===== src/sv/descriptor_slot_allocator_top_macros.svh =====
// assertion macros for the descriptor slot allocator
`ifndef DESCRIPTOR_SLOT_ALLOCATOR_TOP_MACROS_SVH
`define DESCRIPTOR_SLOT_ALLOCATOR_TOP_MACROS_SVH

// same-cycle implication
`define DSA_ASSERT_IMPL(lbl, a, c, msg) \
  lbl: assert property (@(posedge clk_i) disable iff (!rst_ni) (a) |-> (c)) \
    else $error(msg);

// next-cycle implication
`define DSA_ASSERT_NEXT(lbl, a, c, msg) \
  lbl: assert property (@(posedge clk_i) disable iff (!rst_ni) (a) |=> (c)) \
    else $error(msg);

`endif


===== src/sv/dsa_pkg.sv =====
// shared types and constants of the descriptor slot allocator
`timescale 1ns / 1ps

package dsa_pkg;

  localparam int MAX_SLOTS_DEF = 1024;
  localparam int CAP_W         = 11;
  localparam int STRIDE_W      = 13;
  localparam int ADDR_W        = 48;
  localparam int SLOT_OUT_W    = 10;
  localparam int PROD_W        = SLOT_OUT_W + STRIDE_W;
  localparam int CFG_IDX_W     = 2;

  typedef enum logic [1:0] {
    CMD_ALLOC   = 2'd0,
    CMD_RESERVE = 2'd1,
    CMD_FREE    = 2'd2,
    CMD_NONE    = 2'd3
  } cmd_e;

  typedef enum logic [1:0] {
    ST_OK       = 2'd0,
    ST_NO_SPACE = 2'd1,
    ST_REJECT   = 2'd2,
    ST_FULL     = 2'd3
  } status_e;

  typedef enum logic [CFG_IDX_W-1:0] {
    REG_CAPACITY = 2'd0,
    REG_STRIDE   = 2'd1,
    REG_CPU_BASE = 2'd2,
    REG_GPU_BASE = 2'd3
  } cfg_reg_e;

  typedef enum logic [2:0] {
    CELL_HOLD = 3'd0,
    CELL_PUSH = 3'd1,
    CELL_POP  = 3'd2,
    CELL_LOAD = 3'd3,
    CELL_ROT  = 3'd4,
    CELL_SWAP = 3'd5
  } cell_op_e;

  typedef struct packed {
    cell_op_e op;
    logic     phase;
  } cell_ctrl_t;

  typedef enum logic [1:0] {
    OCC_HOLD  = 2'd0,
    OCC_CLR   = 2'd1,
    OCC_CNT   = 2'd2,
    OCC_SHIFT = 2'd3
  } occ_op_e;

  typedef struct packed {
    occ_op_e op;
    logic    bc_valid;
  } occ_ctrl_t;

endpackage


===== src/sv/dsa_div.sv =====
// restoring divider, one quotient bit per cycle
`timescale 1ns / 1ps

module dsa_div import dsa_pkg::*; (
  input  logic                clk_i,
  input  logic                rst_ni,
  input  logic                start_i,
  input  logic [ADDR_W-1:0]   dividend_i,
  input  logic [STRIDE_W-1:0] divisor_i,
  output logic                done_o,
  output logic [ADDR_W-1:0]   quotient_o
);

  localparam int StepW = $clog2(ADDR_W);
  localparam logic [StepW-1:0] LastStep = StepW'(ADDR_W - 1);

  logic                busy_q, busy_d;
  logic                done_q, done_d;
  logic [StepW-1:0]    step_q, step_d;
  logic [ADDR_W-1:0]   quo_q, quo_d;
  logic [STRIDE_W-1:0] rem_q, rem_d;
  logic [STRIDE_W-1:0] dsr_q, dsr_d;
  logic [STRIDE_W:0]   shifted;
  logic                ge;

  always_comb begin
    shifted = {rem_q, quo_q[ADDR_W-1]};
    ge      = shifted >= {1'b0, dsr_q};
    busy_d  = busy_q;
    done_d  = 1'b0;
    step_d  = step_q;
    quo_d   = quo_q;
    rem_d   = rem_q;
    dsr_d   = dsr_q;
    if (start_i) begin
      busy_d = 1'b1;
      step_d = '0;
      quo_d  = dividend_i;
      rem_d  = '0;
      dsr_d  = divisor_i;
    end else if (busy_q) begin
      quo_d = {quo_q[ADDR_W-2:0], ge};
      rem_d = ge ? STRIDE_W'(shifted - {1'b0, dsr_q}) : shifted[STRIDE_W-1:0];
      if (step_q == LastStep) begin
        busy_d = 1'b0;
        done_d = 1'b1;
      end else begin
        step_d = step_q + 1'b1;
      end
    end
  end

  always_ff @(posedge clk_i or negedge rst_ni) begin
    if (!rst_ni) begin
      busy_q <= 1'b0;
      done_q <= 1'b0;
      step_q <= '0;
    end else begin
      busy_q <= busy_d;
      done_q <= done_d;
      step_q <= step_d;
    end
  end

  always_ff @(posedge clk_i) begin
    quo_q <= quo_d;
    rem_q <= rem_d;
    dsr_q <= dsr_d;
  end

  assign done_o     = done_q;
  assign quotient_o = quo_q;

endmodule


===== config.mk =====
export PLATFORM = sky130hd
export DESIGN_NAME = dsa_div
export DESIGN_NICKNAME = d
export VERILOG_FILES = /design/src/sv/descriptor_slot_allocator_top_macros.svh /design/src/sv/dsa_pkg.sv /design/src/sv/dsa_div.sv
export SDC_FILE = /design/constraint.sdc
export NUM_CORES = 1
export LEC_CHECK = 0
export BUFFER_PORTS_ARGS = -buffer_cell sky130_fd_sc_hd__buf_2
export CORE_MARGIN = 2
export CORE_UTILIZATION = 55
export CTS_CLUSTER_DIAMETER = 80
export DETAILED_ROUTE_END_ITERATION = 8
export PLACE_DENSITY = 0.83
export SYNTH_ARGS = -nofsm -noshare
export SYNTH_HDL_FRONTEND = slang
export SYNTH_SLANG_ARGS = --single-unit

===== constraint.sdc =====
create_clock -name clk_i -period 5.8 [get_ports clk_i]
set_input_delay 0.29 -clock clk_i [delete_from_list [all_inputs] [get_ports clk_i]]
set_output_delay 0.29 -clock clk_i [all_outputs]
set_load 0.05 [all_outputs]

== After elaboration in Yosys (flattened, before gate mapping) ==
Cells that the tools add are included.
Word-level totals
  register bits: 82
  input port bits: 64
Cells by class
  add/subtract/negate cells: 2
  $lt $le $gt $ge: 1
  equal/unequal tests: 2
  multiplexer cells: 12
  reduce and logical (&&, ||, !) cells: 2
Operator list (count)
  48-bit two-way mux: 2
  6-bit two-way mux: 3
  14-bit by 13-bit greater-or-equal comparator with 1-bit output: 1
  13-bit two-way mux: 1
  13-bit subtractor: 1
  6-bit by 1-bit adder with 6-bit output (second input constant): 1
  6-bit == test (second input constant): 1
  1-bit two-way mux: 6
  2-bit != test (second input constant): 1
  2-bit AND reduction: 1
  2-bit nonzero test: 1

== Logic depth before layout (Yosys ltp) ==
  depth after elaboration: 4
  mapped depth: 11
  gate-level depth less buffers: 10

== Worst setup path before layout ==
Ideal clock, no wire load.
  kind: flip-flop to flip-flop
  start: reg quo_q[47], in the netlist quotient_o[47]
  end: reg rem_q[0]
  data arrival time: 2725 ps
  required time: 5714 ps
  slack: 2990 ps
  cell stages (with the launch flop): 12
  clock period less this slack: 2810 ps
  path through: edfxtp_1 > inv_1 > ha_1 > inv_1 > fa_1 > a21oi_1 > o22ai_2 > o311ai_2 > and4_1 > buf_6 > mux2_4 > a211oi_1
Between the ends
  longest elaborated chain between the ends: 2
  elaborated cells on any way between the ends: 3
  classes of those cells: add/sub (1); order compare (1); mux (1)
RTL lines
  start: declaration: RTL line dsa_div.sv:20  | logic [ADDR_W-1:0] quo_q, quo_d;
  start signal: assignment: RTL line dsa_div.sv:66  | quo_q <= quo_d;
  13-bit subtractor or 14-bit by 13-bit greater-or-equal comparator with 1-bit output (tied branches): RTL line dsa_div.sv:43, dsa_div.sv:28
  13-bit two-way mux *: RTL line dsa_div.sv:43  | rem_d = ge ? STRIDE_W'(shifted - {1'b0, dsr_q}) : shifted[STRIDE_W-1:0];
  end signal: assignment: RTL line dsa_div.sv:67  | rem_q <= rem_d;
  end: declaration: RTL line dsa_div.sv:21  | logic [STRIDE_W-1:0] rem_q, rem_d;
Mark *: on every way between the ends. The rest lies on a longest branch, timed or not.
A chain may end at the register's enable or synchronous reset.

== Final worst setup path ==
  start: reg quo_q[47], in the netlist quotient_o[47]
  end: reg quo_q[0], in the netlist quotient_o[0], data pin
Between the ends
  longest elaborated chain between the ends: 3
RTL lines
  14-bit by 13-bit greater-or-equal comparator with 1-bit output: RTL line dsa_div.sv:28  | ge = shifted >= {1'b0, dsr_q};
  48-bit two-way mux: RTL line dsa_div.sv:41  | end else if (busy_q) begin
  48-bit two-way mux: RTL line dsa_div.sv:35  | if (start_i) begin
  named net quo_d[0]: RTL line dsa_div.sv:20
The timed path passes the listed nets, and every way through them passes these cells. The select of a mux whose other input is x is not followed.

==> flow_summary.toml <==
[run_status]
outcome = "finished, final reports clean"

[sta]
period_share_pct = 52.60
skew_ns = 0.01335
fmax_mhz = 327.8
rsz0062_at_grt = "false"
setup_violations = 0
finalHoldViolCount = 0
relSlewSlack_pct = 26.14
whs_ns = 0.1010
slew_violations = 0
layout_setup_ws_ns = 2.749
fin_crit_ns = 3.051
setup_tns_ns = 0
worst_slew_pin_slew_ns = 1.108

[routing]
drt_iter0_drc = 179
antenna_left = 0
wl_mm = 8.913
drt_first_pass_iters = 4
drc_errors = 0
wl_per_cell_um = 16.51
vias = 3019
vias_per_cell = 5.591

[die]
dieArea_um2 = 8173
initial_core_util_pct = 56.62
row_count = 31
io_pins = 113
coreArea_um2 = 7253
die_x_um = 90.41
dieHeight_um = 90.41

[cells_and_area]
layout.nets = 515
antennaDiodeCount = 0
layout-drive-gt1-share_pct = 43.31
fillers = 561
syn_to_final_growth_pct = 20.29

[worst_setup_path]
cp_cell_sequence = "inv_1 -> ha_1 -> inv_1 -> fa_1 -> a21oi_1 -> o22ai_2 -> o311ai_2 -> nand4_1 -> mux2_2"
cp-start-kind = "flop"
required_ns = 5.91
max_stage_delay_ns = 0.55
worst_setup_path_end_kind = "flop"
cp.arrival_ns = 3.16
crit_buf_inv = 2
cp_max_fo = 11
path_common_cell = "inv_1"
worstSetupPathType = "flop to flop"
crit_slowest_cell = "nand4_1"
critPathTopFamily = "compound AO/OA/AOI/OAI gates"

[synth]
yosysUniqueCellTypes = 57
ys_warn_count = 0
ys.flop_type = "edfxtp_1"
synth-seq-cells = 82
async_flop_share_pct = 9.756
yosysSeqAreaShare_pct = 55.82
synth-edff-count = 61
syn_inst = 325
syn_nets = 404
syn_area_um2 = 4106
avgSynthCellArea_um2 = 12.64

[clock_tree]
ctsHtreeMaxLevel = 3
cts_setup_buffers = 0
cts_tree = "done"
root_buffer = "clkbuf_8"
clk_pin_slew_ns = 0.09
clock-sinks = 82
worst_skew_pair.late_latency_ns = 0.36
cts_made_buffers = 9
cts_buffer_depth = 2
cts_resized = 0

[place]
gp_congestion = 0.8752
port_buffers = 112
dp_hpwl_mm = 6.489
place_worst_setup_slack_ns = 2.803

[pwr]
power_switching_uw = 702.4
combPwrFrac_pct = 36.1
p_leak_uw = 0.002104
swShare_pct = 37.30
pwr-share-clk_pct = 22.4
vdd_drop_max_uv = 234.8
power.internal_uw = 1181
seqPwrFrac_pct = 41.4
p_per_area_nw_per_um2 = 381.2

[global_route]
grt_pass1_vias = 2980
gr-max-usage-layer = "met2"
grt_max_degree = 49
grtUsageTotal_pct = 21.88
grtUsageMet3_pct = 5.426
grt_pass1_wl_mm = 14.10
overflow = 0
met1_usage_pct = 26.82
gr-usage-met2_pct = 37.78
antenna_found_initial = 0

[job]
cap_violations = 0

[worst_hold_path]
hp-class = "primary input to flop"
-- worst paths after layout --
kind | endpoint | slack, ns | cells after the start | from
max | quotient_o[0] | 2.75 | 9 | quotient_o[47]
min | dsr_q[5] | 0.10 | 1 | divisor_i[5]
max reg2reg | quotient_o[0] | 2.75 | 9 | quotient_o[47]
min reg2reg | rem_q[12] | 0.50 | 2 | rem_q[12]
max in group asynchronous | busy_q | 5.33 | 2 | rst_ni
min in group asynchronous | step_q[5] | 0.30 | 2 | rst_ni
-- placed cells by master, fill, tap and decap left out, drive strengths merged, types with 4 or more instances in the layout --
cell type  netlist  layout
buf              4     113
edfxtp          61      61
mux2            50      50
nor2            23      23
inv             20      22
nand2           15      15
ha              14      14
dfxtp           13      13
nand3           11      11
a21oi           10      10
clkbuf          10       9
o21ai            8       8
a211oi           8       8
dfrtp            8       8
mux2i            6       6
nand4            5       5
xnor2            5       5
xor2             5       5
or3              4       4
-- cells in the mapped netlist (all sizes together) (4+ instances only) --
cell type  instances  area (um2)
a21oi             10       53.80
dfrtp              8       200.2
nand4              5       31.28
nor2              23       86.33
dfxtp             13       260.3
mux2i              6       60.06
o21ai              8       40.04
edfxtp            61        1832
mux2              50       566.8
xnor2              5       43.79
clkbuf            10       37.54
xor2               5       43.79
nand2             15       56.30
nand3             11       60.06
inv               20       75.07
a211oi             8       60.06
buf                4       31.27
ha                14       175.2
or3                4       26.28
-- metal layers --
layer | routed length [um] | vias up
met5 | 0 | -
met4 | 156 | 0
met3 | 469 | 16
met2 | 4487 | 98
met1 | 3800 | 1457
li1 | - | 1448
-- cell families after synthesis --
| logic type | count (synthesis) | share of synthesized area, % |
|---|---|---|
| flip-flops | 82 | 55.82 |
| AND/OR/NAND/NOR | 76 | 9.476 |
| multiplexers | 56 | 15.27 |
| AO/OA/AOI/OAI | 51 | 8.958 |
| buffers and inverters | 35 | 3.595 |
| adder cells (fa/ha/maj) | 15 | 4.753 |
| XOR/XNOR | 10 | 2.133 |
-- power by group through the flow --
| stage | combinational, uW | sequential (uW) | clock, uW |
|---|---|---|---|
| after CTS | 678 | 779 | 427 |
| after floorplan | 411 | 917 | 0 |
| after global placement | 653 | 787 | 0 |
| final | 681 | 780 | 422 |
| after detailed placement | 677 | 790 | 0 |
| after global routing | 732 | 790 | 448 |
-- final cells by class --
cell class	count	area, um2	share of cell area [%]
Timing Repair Buffer	114	578.1	11.70
Multi-Input combinational cell	208	1667	33.74
Sequential cell	82	2292	46.40
Inverter	21	78.83	1.596
Tap cell	99	123.9	2.508
Clock buffer	9	123.9	2.508
Clock inverter	7	76.32	1.545
-- worst register-to-register path: stages, from the launching register on --
cell	delay (ns)
edfxtp_1	0.38
inv_1	0.09
ha_1	0.17
inv_1	0.05
fa_1	0.40
a21oi_1	0.30
o22ai_2	0.13
o311ai_2	0.24
nand4_1	0.55
mux2_2	0.51
-- repair_timing --
action                                  4_1_cts  5_1_grt
endpoints found under the setup margin        0        0
hold buffers                                  1        0
endpoints found under the hold margin         8        0
-- through the flow --
step / instances / instance area (um2) / util [%] / total power, uW
6_report: 540 / 4940 / 68.10 / 1883
5_1_grt: 540 / 4940 / 68.10 / 1970
4_1_cts: 540 / 4940 / 68.10 / 1884
3_5_place_dp: 523 / 4730 / 65.21 / 1466
3_3_place_gp: 523 / 4730 / 65.21 / 1440
2_1_floorplan: 325 / 4106 / - / 1327
-- sequential cells by signal, summed over array words and instances (netlist names) --
| signal | cells |
|---|---|
| busy_q | 1 |
| done_o | 1 |
| dsr_q | 13 |
| quotient_o | 48 |
| rem_q | 13 |
| step_q | 6 |
Power figures use the tool's default switching activity.
