### src/sv/descriptor_slot_allocator_top_macros.svh
// assertion macros for the descriptor slot allocator
`ifndef DESCRIPTOR_SLOT_ALLOCATOR_TOP_MACROS_SVH
`define DESCRIPTOR_SLOT_ALLOCATOR_TOP_MACROS_SVH

// same-cycle implication
`define DSA_ASSERT_IMPL(lbl, a, c, msg) \
  lbl: assert property (@(posedge clk_i) disable iff (!rst_ni) (a) |-> (c)) \
    else $error(msg);

// next-cycle implication
`define DSA_ASSERT_NEXT(lbl, a, c, msg) \
  lbl: assert property (@(posedge clk_i) disable iff (!rst_ni) (a) |=> (c)) \
    else $error(msg);

`endif

### src/sv/dsa_pkg.sv
// shared types and constants of the descriptor slot allocator
`timescale 1ns / 1ps

package dsa_pkg;

  localparam int MAX_SLOTS_DEF = 1024;
  localparam int CAP_W         = 11;
  localparam int STRIDE_W      = 13;
  localparam int ADDR_W        = 48;
  localparam int SLOT_OUT_W    = 10;
  localparam int PROD_W        = SLOT_OUT_W + STRIDE_W;
  localparam int CFG_IDX_W     = 2;

  typedef enum logic [1:0] {
    CMD_ALLOC   = 2'd0,
    CMD_RESERVE = 2'd1,
    CMD_FREE    = 2'd2,
    CMD_NONE    = 2'd3
  } cmd_e;

  typedef enum logic [1:0] {
    ST_OK       = 2'd0,
    ST_NO_SPACE = 2'd1,
    ST_REJECT   = 2'd2,
    ST_FULL     = 2'd3
  } status_e;

  typedef enum logic [CFG_IDX_W-1:0] {
    REG_CAPACITY = 2'd0,
    REG_STRIDE   = 2'd1,
    REG_CPU_BASE = 2'd2,
    REG_GPU_BASE = 2'd3
  } cfg_reg_e;

  typedef enum logic [2:0] {
    CELL_HOLD = 3'd0,
    CELL_PUSH = 3'd1,
    CELL_POP  = 3'd2,
    CELL_LOAD = 3'd3,
    CELL_ROT  = 3'd4,
    CELL_SWAP = 3'd5
  } cell_op_e;

  typedef struct packed {
    cell_op_e op;
    logic     phase;
  } cell_ctrl_t;

  typedef enum logic [1:0] {
    OCC_HOLD  = 2'd0,
    OCC_CLR   = 2'd1,
    OCC_CNT   = 2'd2,
    OCC_SHIFT = 2'd3
  } occ_op_e;

  typedef struct packed {
    occ_op_e op;
    logic    bc_valid;
  } occ_ctrl_t;

endpackage

### src/sv/dsa_occ_cell.sv
// saturating occurrence counter for one slot value
`timescale 1ns / 1ps

module dsa_occ_cell import dsa_pkg::*; #(
  parameter int SLOT_W = 10,
  parameter int IDX    = 0
) (
  input  logic              clk_i,
  input  occ_ctrl_t         ctrl_i,
  input  logic [SLOT_W-1:0] bc_val_i,
  input  logic [1:0]        dn_occ_i,
  output logic [1:0]        occ_o
);

  localparam logic [SLOT_W-1:0] MyVal = SLOT_W'(IDX);

  logic [1:0] occ_q, occ_d;

  always_comb begin
    occ_d = occ_q;
    case (ctrl_i.op)
      OCC_CLR:   occ_d = 2'd0;
      OCC_CNT: begin
        if (ctrl_i.bc_valid && bc_val_i == MyVal && occ_q != 2'd2) begin
          occ_d = occ_q + 2'd1;
        end
      end
      OCC_SHIFT: occ_d = dn_occ_i;
      default:   occ_d = occ_q;
    endcase
  end

  always_ff @(posedge clk_i) begin
    occ_q <= occ_d;
  end

  assign occ_o = occ_q;

endmodule

### config.mk
export PLATFORM = sky130hd
export DESIGN_NAME = dsa_occ_cell
export DESIGN_NICKNAME = d
export VERILOG_FILES = /design/src/sv/descriptor_slot_allocator_top_macros.svh /design/src/sv/dsa_pkg.sv /design/src/sv/dsa_occ_cell.sv
export SDC_FILE = /design/constraint.sdc
export NUM_CORES = 1
export LEC_CHECK = 0
export ABC_AREA = 1
export BUFFER_PORTS_ARGS = -buffer_cell sky130_fd_sc_hd__buf_2
export CORE_AREA = 4 4 41 43
export CTS_CLUSTER_SIZE = 20
export DETAILED_ROUTE_END_ITERATION = 8
export DIE_AREA = 0 0 45 47
export HOLD_SLACK_MARGIN = 0.06
export SETUP_SLACK_MARGIN = 0.3
export SLEW_MARGIN = 10
export SYNTH_ARGS = -nofsm -noshare
export SYNTH_HDL_FRONTEND = slang
export SYNTH_SLANG_ARGS = --single-unit
### constraint.sdc
create_clock -name clk_i -period 3.6 [get_ports clk_i]
set_input_delay 0.72 -clock clk_i [delete_from_list [all_inputs] [get_ports clk_i]]
set_output_delay 0.72 -clock clk_i [all_outputs]
set_load 0.01 [all_outputs]
-- Word level (Yosys, flattened, before mapping)
Index checks and enable logic that the tools add are counted.
- reduce and logical (&&, ||, !) cells: 5
- add/sub/neg operators: 1
- mux-type cells: 2
- equal/unequal tests: 5
- operators by type and width (operator ; count):
    logical NOT 10 bit ; 1
    one-hot mux 2 bit (3 select lines) ; 1
    equality test 2 bit (second input constant) ; 2
    != test 2 bit (second input constant) ; 2
    nonzero test 3 bit ; 1
    adder 2 x 1 -> 2 bit (second input constant) ; 1
    equality test 2 x 1 -> 1 bit (second input constant) ; 1
    logical AND 1 bit ; 2
    2-to-1 mux 2 bit ; 1
    AND reduction 2 bit ; 1
- flip-flop bits (word level): 2
- logic and storage cells: 14
- input bits: 16
- output and inout port bits: 2

-- Longest topological paths before layout
Gate-level depths: netlist of the first run.
- depth in word-level cells: 5
- depth in mapped cells: 7
- mapped depth without buffers: 7

-- Worst setup path after synthesis of the first run
No wires, ideal clock.
- path kind: input-to-reg
- start: input port bc_val_i[4]
- end: register occ_q[0], in the netlist occ_o[0], enable pin
- slack: 2.249 ns
- stages on the path: 5
- arrival time: 1.055 ns
- cell sequence: nor2_1 -> nand2_1 -> nor2_1 -> nand2_1 -> nand2_1
- word-level cells in the longest chain between the ends: 5
- RTL lines (element ; RTL line ; source):
    from (decl) ; dsa_occ_cell.sv:10 ; input logic [SLOT_W-1:0] bc_val_i,
    logical NOT 10 bit ; dsa_occ_cell.sv:24 ; if (ctrl_i.bc_valid && bc_val_i == MyVal && occ_q != 2'd2) begin
    logical AND 1 bit (2 in a row) ; dsa_occ_cell.sv:24 ;
    != test 2 bit (no line) ; n/a ;
    AND reduction 2 bit (no line) ; n/a ;
    to (signal assigned) ; dsa_occ_cell.sv:34 ; occ_q <= occ_d;
    to (decl) ; dsa_occ_cell.sv:17 ; logic [1:0] occ_q, occ_d;
Every way passes these cells.
A chain may end at the register's enable or synchronous reset.

-- Worst setup path in the final report of the first run
- start: register occ_q[0], in the netlist occ_o[0]
- end: output port occ_o[0]
- RTL lines (element ; RTL line ; source):
    to (decl) ; dsa_occ_cell.sv:12 ; output logic [1:0] occ_o
No word-level cell between the ends.

==> results.md, run 1 <==
* Hold EP: occ_o[0]$_DFFE_PP_
* Min-Delay Path Depth at 1
* Total GRT Usage at 4.82%
* Sequential fraction of the synthesis area at about 38%
* Tcrit/Tclk final at between 40% and 50%
* Ant diodes at 0
* Routed Antenna Nets at 0
* Crit-path cells: buf_2
* Vias in the first global route at 196
* Critical path's slowest cell: edfxtp_1
* Critical-path maximum fanout at 3
* Number of synthesis warnings at 0
* Post-placement worst setup slack at 2090 ps
* Worst Tran Pin Value at approximately 130 ps
* Largest stage delay on the critical path at 390 ps
* Avg Vias per Cell at 3.41
* VDD IR max at 0.0896 mV
* Ports at 18
* Worst R2R End: occ_o[1]$_DFFE_PP_
* # port buffers at 17
* Grt total ovfl at 0
* Root buf cell: clkbuf_4
* WS Path Type: reg -> out
* CP bufs+invs at 1
* GPL Wtd Cong at just over 0.7
* Setup violators final at 0
* Synthesized area at 159 um^2
* Max reg flops at 2
* Post-CTS resize count at 0
* Total die area at 2120 um^2
* Total CTS buffers at 3
* Via Count at 201
* Die Wd at 45 um
* Cell count after synthesis at 24
* CTS tree: yes
* Fin nets at between 60 and 70
* Net Count, Synth at 41
* Delay-heaviest family, CP: flip-flops
* Placed Instance Area at 263 um^2
* Cell Pwr Density at between 300 and 400 nW/um^2
* CTS sink count at 2
* Die Y at 47 um
* Status: finished, final reports clean
* Worst setup SP type: flip-flop
* Reg2reg setup slack at 2340 ps
* Fin Clk Skew at roughly 1.5 ps
* Avg WL per Cell at 7.66 um
* Max-cap violations at 0
* Final Max Tran Viols at 0
* Global-route wire length before repair at 662 um
* Final worst slack at around 2100 ps
* Initial Util at between 10% and 20%
* Core Util, Final at 21.9%
* Clock transition at path regs at 30 ps
* Unrepaired setup endpoints after global routing: false
* 1st-pass router iterations at 3
* Antenna violations before repair at 0
* CP endpoint kind: primary output
* Final wirelength at 452 um
* Top-area cell type share of the netlist area at 37.8%
* FP Rows at 13
* Yosys reg bits at 2
* Cell variety after synth at 9
* Worst skew pair latency at 220 ps
* Area of the core at 1300 um^2
* H-tree levels at 1
* Crit path arrival time at around 800 ps
* Min Hold Slack at between 600 and 700 ps
* Slew HR at 91.0%
* Tmin final at 1500 ps
* Area leader, netlist: edfxtp_1
* Worst Hold Class: reg -> reg
* Syn Area/Cell at 6.62 um^2
* Setup repair bufs after CTS at 0
* Post-route cell area at between 200 and 300 um^2
* Pin count of the biggest net entering global routing at 4
* Fin. Hold Viols at 0
* Reg2reg path depth at 7
* R2r startpoint: occ_o[0]$_DFFE_PP_
* Detailed Route Iter0 Violations at 6
* Main area contributors after synthesis: edfxtp_1 (38%), nor2_1 (19%), nand2_1 (12%)
* P_leak at roughly 0.15 nW
* Synth-to-Final Area Change at 79.5%
* HP Start: occ_o[0]$_DFFE_PP_
* Sum Neg Setup Slack at 0 ps
* Drt drc at 0
* Layout cell share with drive strength beyond 1 at ~50%
* F_max at roughly 670 MHz
* CTS Hold Buffers Added at 0
* Max Buffers Root-to-Sink at 2
* WP data required at 2880 ps
[per-stage QoR]
stage                     std cells  power [mW]
after floorplan                  24      0.0359
after global placement           56      0.0471
after detailed placement         56      0.0473
after CTS                        59      0.0989
after global routing             59       0.105
final                            59      0.0960
[cell families (layout without fill, tap and decap cells)]
logic type | count (synthesis) | in the layout | share of synthesized area [%]
buf+inv | 3 | 23 | 7.09
fa+ha+maj | 1 | 1 | 7.87
flops | 2 | 2 | 37.8
simple gates | 16 | 16 | 40.9
compound gates | 2 | 2 | 6.30
[metal layers]
metal,share of wire [%],global-route usage [%],up-vias
li1,-,-,118
met1,40,4.56,75
met2,48,6.78,8
met3,12,1.92,0
met4,0,7.02,0
met5,0,0,-
[cell usage after synthesis]
cell type	number
nand2_2	1
o21ai_0	2
inv_2	1
nand3_1	2
ha_1	1
nor2_1	8
edfxtp_1	2
nand2_1	5
inv_1	2
[layout by cell type (no fill, tap or decap)]
master and instances:
inv_2 1, edfxtp_1 2, nor2_1 8, o21ai_0 2, nand3_1 2, clkbuf_4 3, nand2_2 1, nand2_1 5
ha_1 1, buf_2 17, inv_1 2
[worst max-delay path by stage]
| stage | start | to | slack [ps] | depth (start not counted) |
|---|---|---|---|---|
| 2_1_floorplan | bc_val_i[4] | occ_o[0]$_DFFE_PP_ | 2250 | 5 |
| 3_3_place_gp | bc_val_i[4] | occ_o[0]$_DFFE_PP_ | 2100 | 6 |
| 3_5_place_dp | bc_val_i[2] | occ_o[0]$_DFFE_PP_ | 2090 | 6 |
| 4_1_cts | occ_o[0]$_DFFE_PP_ | occ_o[0] | 2080 | 1 |
| 5_1_grt | occ_o[0]$_DFFE_PP_ | occ_o[0] | 2050 | 1 |
| 6_report | occ_o[0]$_DFFE_PP_ | occ_o[0] | 2100 | 1 |
[power by group]
group	total (mW)	switching (mW)	internal, mW
Combinational	0.0177	0.00800	0.00974
Clock	0.0493	0.0125	0.0368
Sequential	0.0290	0.000921	0.0280
[cell type report]
type | instances | area (um^2)
clock buffers | 3 | 22.5
fillers | 163 | 1020
inverters | 3 | 11.3
multi-input cells | 19 | 87.6
flip-flops and latches | 2 | 60.1
well taps | 15 | 18.8
repair buffers | 17 | 85.1
Power figures use the tool's default switching activity.
==> inputs of run 2 (changes only) <==
==> constraint.sdc (replaced) <==
create_clock -name clk_i -period 1.4 [get_ports clk_i]
set_input_delay 0.28 -clock clk_i [delete_from_list [all_inputs] [get_ports clk_i]]
set_output_delay 0.28 -clock clk_i [all_outputs]
set_load 0.01 [all_outputs]
==> run 2 against run 1 <==
Final cell count up 1.7%. Die area unchanged. Count of clock-buffer cells in the layout unchanged. Setup slack worse by 1900 ps. Critical endpoint is now occ_o[1]$_DFFE_PP_. Largest cell class unchanged. Highest routed layer unchanged.
==> results.md, run 2 (synthesis gave the netlist of run 1 again) <==
* Worst Hold Class: in -> reg
* Avg WL per Cell at 7.62 um (-0.58%)
* Worst setup SP type: flip-flop
* 1st-pass router iterations at 3 (unchanged)
* VDD IR max at 0.230 mV (+160%)
* CTS tree: yes
* Core Util, Final at 22.9% (+0.96 points)
* Worst skew pair latency at 220 ps (about the same)
* Slew HR at 91.8% (+0.79 points)
* # port buffers at 17 (unchanged)
* WP data required at 1340 ps (-1540 ps)
* Ports at 18 (unchanged)
* Final wirelength at 457 um (+1.1%)
* Via Count at 211 (+5.0%)
* HPWL after DPL at approximately 400 um
* Die Y at 47 um (unchanged)
* Max reg flops at 2 (unchanged)
* H-tree levels at 1 (unchanged)
* Tmin final at 1180 ps
* Unrepaired setup endpoints after global routing: true
* Max Buffers Root-to-Sink at 2 (unchanged)
* Commonest non-fill, non-tap cells in the layout: buf_2 (17), nor2_1 (8), nand2_1 (4), clkbuf_4 (3)
* Root buf cell: clkbuf_4
* Fin nets at 64 (+1.6%)
* Initial Util at 12.2% (unchanged)
* Max-cap violations at 0 (unchanged)
* Die Wd at 45 um (unchanged)
* Status: finished, final reports clean
* Clock transition at path regs at 30 ps (about the same)
* Detailed Route Iter0 Violations at 2 (-4)
* Total die area at 2120 um^2 (unchanged)
* Total GRT Usage at 5.61% (+0.79 points)
* Fin. Hold Viols at 0 (unchanged)
* Pin count of the biggest net entering global routing at 4 (unchanged)
* Total CTS buffers at 3 (unchanged)
* CTS sink count at 2 (unchanged)
* Routed Antenna Nets at 0 (unchanged)
* F_max at between 800 and 900 MHz
* Final Max Tran Viols at 0 (unchanged)
* FP Rows at 13 (unchanged)
* Setup violators final at 0 (unchanged)
* Tcrit/Tclk final at 84.5%
* Worst Tran Pin Value at 122 ps (-11.7 ps)
* Synth-to-Final Area Change at 87.4%
* Fin Clk Skew at 0.0366 ps (-1.46 ps)
* Layout cell share with drive strength beyond 1 at 55.6% (+5.6 points)
* Drt drc at 0 (unchanged)
* Area of the core at 1300 um^2 (unchanged)
* P_leak at 0.155 nW (+1.9%)
* CTS Hold Buffers Added at 0 (unchanged)
* Most common cell after layout, fill and taps aside: buf_2
* Avg Vias per Cell at 3.52 (+3.2%)
* Ant diodes at 0 (unchanged)
* Crit path arrival time at 1120 ps (+340 ps)
* FILL cells at 152 (-6.7%)
* Grt total ovfl at 0 (unchanged)
* GPL Wtd Cong at 0.743 (+5.1%)
* Antenna violations before repair at 0 (unchanged)
* CP endpoint kind: flip-flop
* WS Path Type: reg -> reg
* Cell Pwr Density at 842 nW/um^2 (+150%)
* Sum Neg Setup Slack at 0 ps (unchanged)
* Global-route wire length before repair at 759 um (+15%)
* Critical-path maximum fanout at 2 (-1)
* Vias in the first global route at 199 (+1.5%)
[run 2: path summary, 6_finish.rpt]
path / endpoint / slack [ps] / start / cells past startpoint
worst min-delay path: occ_o[0]$_DFFE_PP_ / 380 / dn_occ_i[0] / 3
worst max register to register: occ_o[1]$_DFFE_PP_ / 220 / occ_o[1]$_DFFE_PP_ / 6
worst min register to register: occ_o[0]$_DFFE_PP_ / 680 / occ_o[0]$_DFFE_PP_ / 2
worst max-delay path: occ_o[1]$_DFFE_PP_ / 220 / occ_o[1]$_DFFE_PP_ / 6
[run 2: area by class of cell]
cell class              instances  area [um^2]  share of cell area (%)
multi-input cells              19         92.6                    31.1
repair buffers                 18         92.6                    31.1
flip-flops and latches          2         60.1                    20.2
clock buffers                   3         22.5                    7.56
well taps                      15         18.8                    6.30
inverters                       3         11.3                    3.78
[run 2: metal layers]
layer / wire length [um] / track usage (%) / vias up / part of all wire [%]
met5: 0 / 0 / - / 0
met4: 0 / 7.02 / 0 / 0
met3: 74 / 4.98 / 0 / 16
met2: 207 / 6.21 / 11 / 45
met1: 175 / 5.47 / 82 / 38
li1: - / - / 118 / -
[run 2: metrics by stage]
stage	hold WS (ps)	cell area, um^2	worst slack (ps)	power [mW]	instances
floorplan	489	161	165	0.0927	24
global placement	606	265	159	0.121	56
detailed placement	604	265	152	0.122	56
CTS	370	298	183	0.259	60
global route	402	298	98.1	0.272	60
finish	376	298	216	0.251	60
[run 2: timing repair]
action | CTS | global route
pin swaps | 3 | 1
endpoints found under the setup margin | 2 | 3
resized for setup | 1 | 0
buffers inserted | 1 | 0
[run 2: worst max-delay path, cell delays in order (launching register included)]
cell      delay, ps
edfxtp_1        380
ha_2            180
nor2_1           80
nand2_1          60
nor2_1           80
nand2_1          60
nand2_2          70
[run 2: report_power, final]
group | internal, mW | switching, mW | total (mW)
logic | 0.0282 | 0.0219 | 0.0501
clock network | 0.0946 | 0.0322 | 0.127
registers | 0.0720 | 0.00194 | 0.0740
total | 0.195 | 0.0560 | 0.251
==> inputs of run 3 (changes only) <==
==> constraint.sdc (replaced) <==
create_clock -name clk_i -period 1.17 [get_ports clk_i]
set_input_delay 0.234 -clock clk_i [delete_from_list [all_inputs] [get_ports clk_i]]
set_output_delay 0.234 -clock clk_i [all_outputs]
set_load 0.01 [all_outputs]
==> run 3 against run 2 <==
The run now ends with setup timing left. Sequential share of layout area fell by 1.1 points. Power rose by 23%. Fmax fell by 2.8%. Global-route usage fell by 0.48 points. Clock skew barely moved. Via count rose by 1.9%.
==> results.md, run 3 (synthesis gave the netlist of run 1 again) <==
* Avg Vias per Cell at 3.52 (+0.23%)
* Area of the multi-input gates at 92.6 um^2 (unchanged)
* P_leak at 0.162 nW (+5.1%)
* Status: finished, violations left
* Root buf cell: clkbuf_4
* Die Y at 47 um (unchanged)
* Grt total ovfl at 0 (unchanged)
* Worst Hold Class: in -> reg
* Reg2reg setup slack at -50 ps (-260 ps)
* Commonest non-fill, non-tap cells in the layout: buf_2 (16), nor2_1 (8), nand2_1 (4), clkbuf_4 (3)
* Fin nets at 65 (+1.6%)
* Total GRT Usage at 5.13% (-0.48 points)
* Synth-to-Final Area Change at 98.4%
* Ports at 18 (unchanged)
* Total CTS buffers at 3 (unchanged)
* Clock transition at path regs at 30 ps (about the same)
* Layout cell share with drive strength beyond 1 at 56.5% (+0.97 points)
* Ant diodes at 0 (unchanged)
* GPL Wtd Cong at 0.720 (-3.1%)
* Register area at 60.1 um^2 (unchanged)
* Worst setup SP type: flip-flop
* Pin count of the biggest net entering global routing at 4 (unchanged)
* Routed Antenna Nets at 0 (unchanged)
* Antenna violations before repair at 0 (unchanged)
* # port buffers at 17 (unchanged)
* Cell Pwr Density at 979 nW/um^2 (+16%)
* Detailed Route Iter0 Violations at 2 (unchanged)
* CTS tree: yes
* Final Max Tran Viols at 0 (unchanged)
* Via Count at 215 (+1.9%)
* Worst Tran Pin Value at 150 ps (+28.0 ps)
* Largest stage delay on the critical path at 380 ps (about the same)
* Crit path arrival time at 1150 ps (+30 ps)
* Critical path's slowest cell: edfxtp_1
* Post-route cell area at 315 um^2 (+5.9%)
* Max-cap violations at 0 (unchanged)
* Tcrit/Tclk final at 104% (+20 points)
* Drt drc at 0 (unchanged)
* Fin Clk Skew at 0.174 ps (+0.137 ps)
* CTS sink count at 2 (unchanged)
* VDD IR max at 0.304 mV (+32%)
* Setup violators final at 2 (+2)
* Max Buffers Root-to-Sink at 2 (unchanged)
* Placed Instance Area at 273 um^2 (+2.8%)
* R2r startpoint: occ_o[1]$_DFFE_PP_
* WS Path Type: reg -> reg
* Fin. Hold Viols at 0 (unchanged)
* F_max at 821 MHz (-2.8%)
* Unrepaired setup endpoints after global routing: true
* HP Start: dn_occ_i[0]
* CTS Hold Buffers Added at 0 (unchanged)
* Total die area at 2120 um^2 (unchanged)
* Final wirelength at 461 um (+0.88%)
* Min-Delay Path Depth at 3 (unchanged)
* Crit-path cells: ha_2 > nor2_1 > nand2_1 > nor2_1 > nand2_1 > nand2_2
* Area of the core at 1300 um^2 (unchanged)
* Worst R2R End: occ_o[1]$_DFFE_PP_
* Reg2reg path depth at 6 (unchanged)
* Global-route wire length before repair at 703 um (-7.4%)
* Core Util, Final at 24.2% (+1.3 points)
* Die Wd at 45 um (unchanged)
* FP Rows at 13 (unchanged)
* H-tree levels at 1 (unchanged)
* Most common cell after layout, fill and taps aside: buf_2
* CP endpoint kind: flip-flop
* Worst skew pair latency at 220 ps (about the same)
* Power consumption at 0.309 mW (+23%)
* Initial Util at 12.2% (unchanged)
* WP data required at 1110 ps (-230 ps)
* 1st-pass router iterations at 2 (-1)
* Tmin final at 1220 ps (+33.9 ps)
* Min Hold Slack at 341 ps (-35.8 ps)
* Hold EP: occ_o[0]$_DFFE_PP_
* Max reg flops at 2 (unchanged)
* Final worst slack at -47.6 ps (-264 ps)
* Failing checks: setup timing
* Critical-path maximum fanout at 2 (unchanged)
* Slew HR at 89.9% (-1.9 points)
* Avg WL per Cell at 7.56 um (-0.78%)
* Vias in the first global route at 197 (-1.0%)
* FILL cells at 162 (+6.6%)
==> run 3: cell count changes in the layout (fill, tap and decap cells not counted), sizes merged <==
cell / previous run / this run
buf: 18 / 19
==> run 3: worst max-delay path by stage <==
stage	start	end	cells after the start
after detailed placement	occ_o[1]$_DFFE_PP_	occ_o[0]$_DFFE_PP_	6
final	occ_o[1]$_DFFE_PP_	occ_o[1]$_DFFE_PP_	6
after CTS	occ_o[1]$_DFFE_PP_	occ_o[0]$_DFFE_PP_	6
after floorplan	occ_o[0]$_DFFE_PP_	occ_o[0]$_DFFE_PP_	7
after global placement	occ_o[1]$_DFFE_PP_	occ_o[0]$_DFFE_PP_	6
after global routing	occ_o[1]$_DFFE_PP_	occ_o[0]$_DFFE_PP_	6
==> run 3: repair_timing <==
action / in CTS / in global routing
pin swaps: 3 / 0
resized for setup: 3 / 0
hold endpoints to repair: 0 / 0
setup buffers: 1 / 0
endpoints found under the setup margin: 5 / 6
cloned: 0 / 0
==> run 3: where the power goes <==
part / switching [mW] / leakage [nW] / internal, mW / total [mW]
Clock: 0.0381 / 0.0138 / 0.113 / 0.151
Sequential: 0.00312 / 0.0204 / 0.0864 / 0.0895
Combinational: 0.0276 / 0.128 / 0.0405 / 0.0682
Total: 0.0689 / 0.162 / 0.240 / 0.309
==> run 3: through the flow <==
step / setup slack [ps] / std cells / TNS, ps
2_1_floorplan: -65.2 / 24 / -130
3_3_place_gp: -50.0 / 57 / -100
3_5_place_dp: -81.3 / 57 / -163
4_1_cts: -60.6 / 61 / -119
5_1_grt: -127 / 61 / -249
6_report: -47.6 / 61 / -95.0
==> run 3: area by class of cell <==
cell class              instances  area share, %
clock buffers                   3           7.14
inverters                       3           3.57
multi-input cells              19           29.4
flip-flops and latches          2           19.0
well taps                      15           5.95
repair buffers                 19           34.9
==> run 3: metal layers <==
| metal | part of all wire, % | vias to the layer above | track usage (%) | routed length (um) |
|---|---|---|---|---|
| met5 | 0 | - | 0 | 0 |
| met4 | 0 | 0 | 7.02 | 0 |
| li1 | - | 120 | - | - |
| met2 | 43 | 12 | 6.21 | 197 |
| met3 | 14 | 0 | 2.68 | 66 |
| met1 | 43 | 83 | 5.45 | 197 |
==> run 3: worst max-delay path: cells and delay by family (launching register included) <==
family	cells	cell delay, ps
adders and majority gates	1	200
and+or+nand+nor	5	350
DFF	1	380
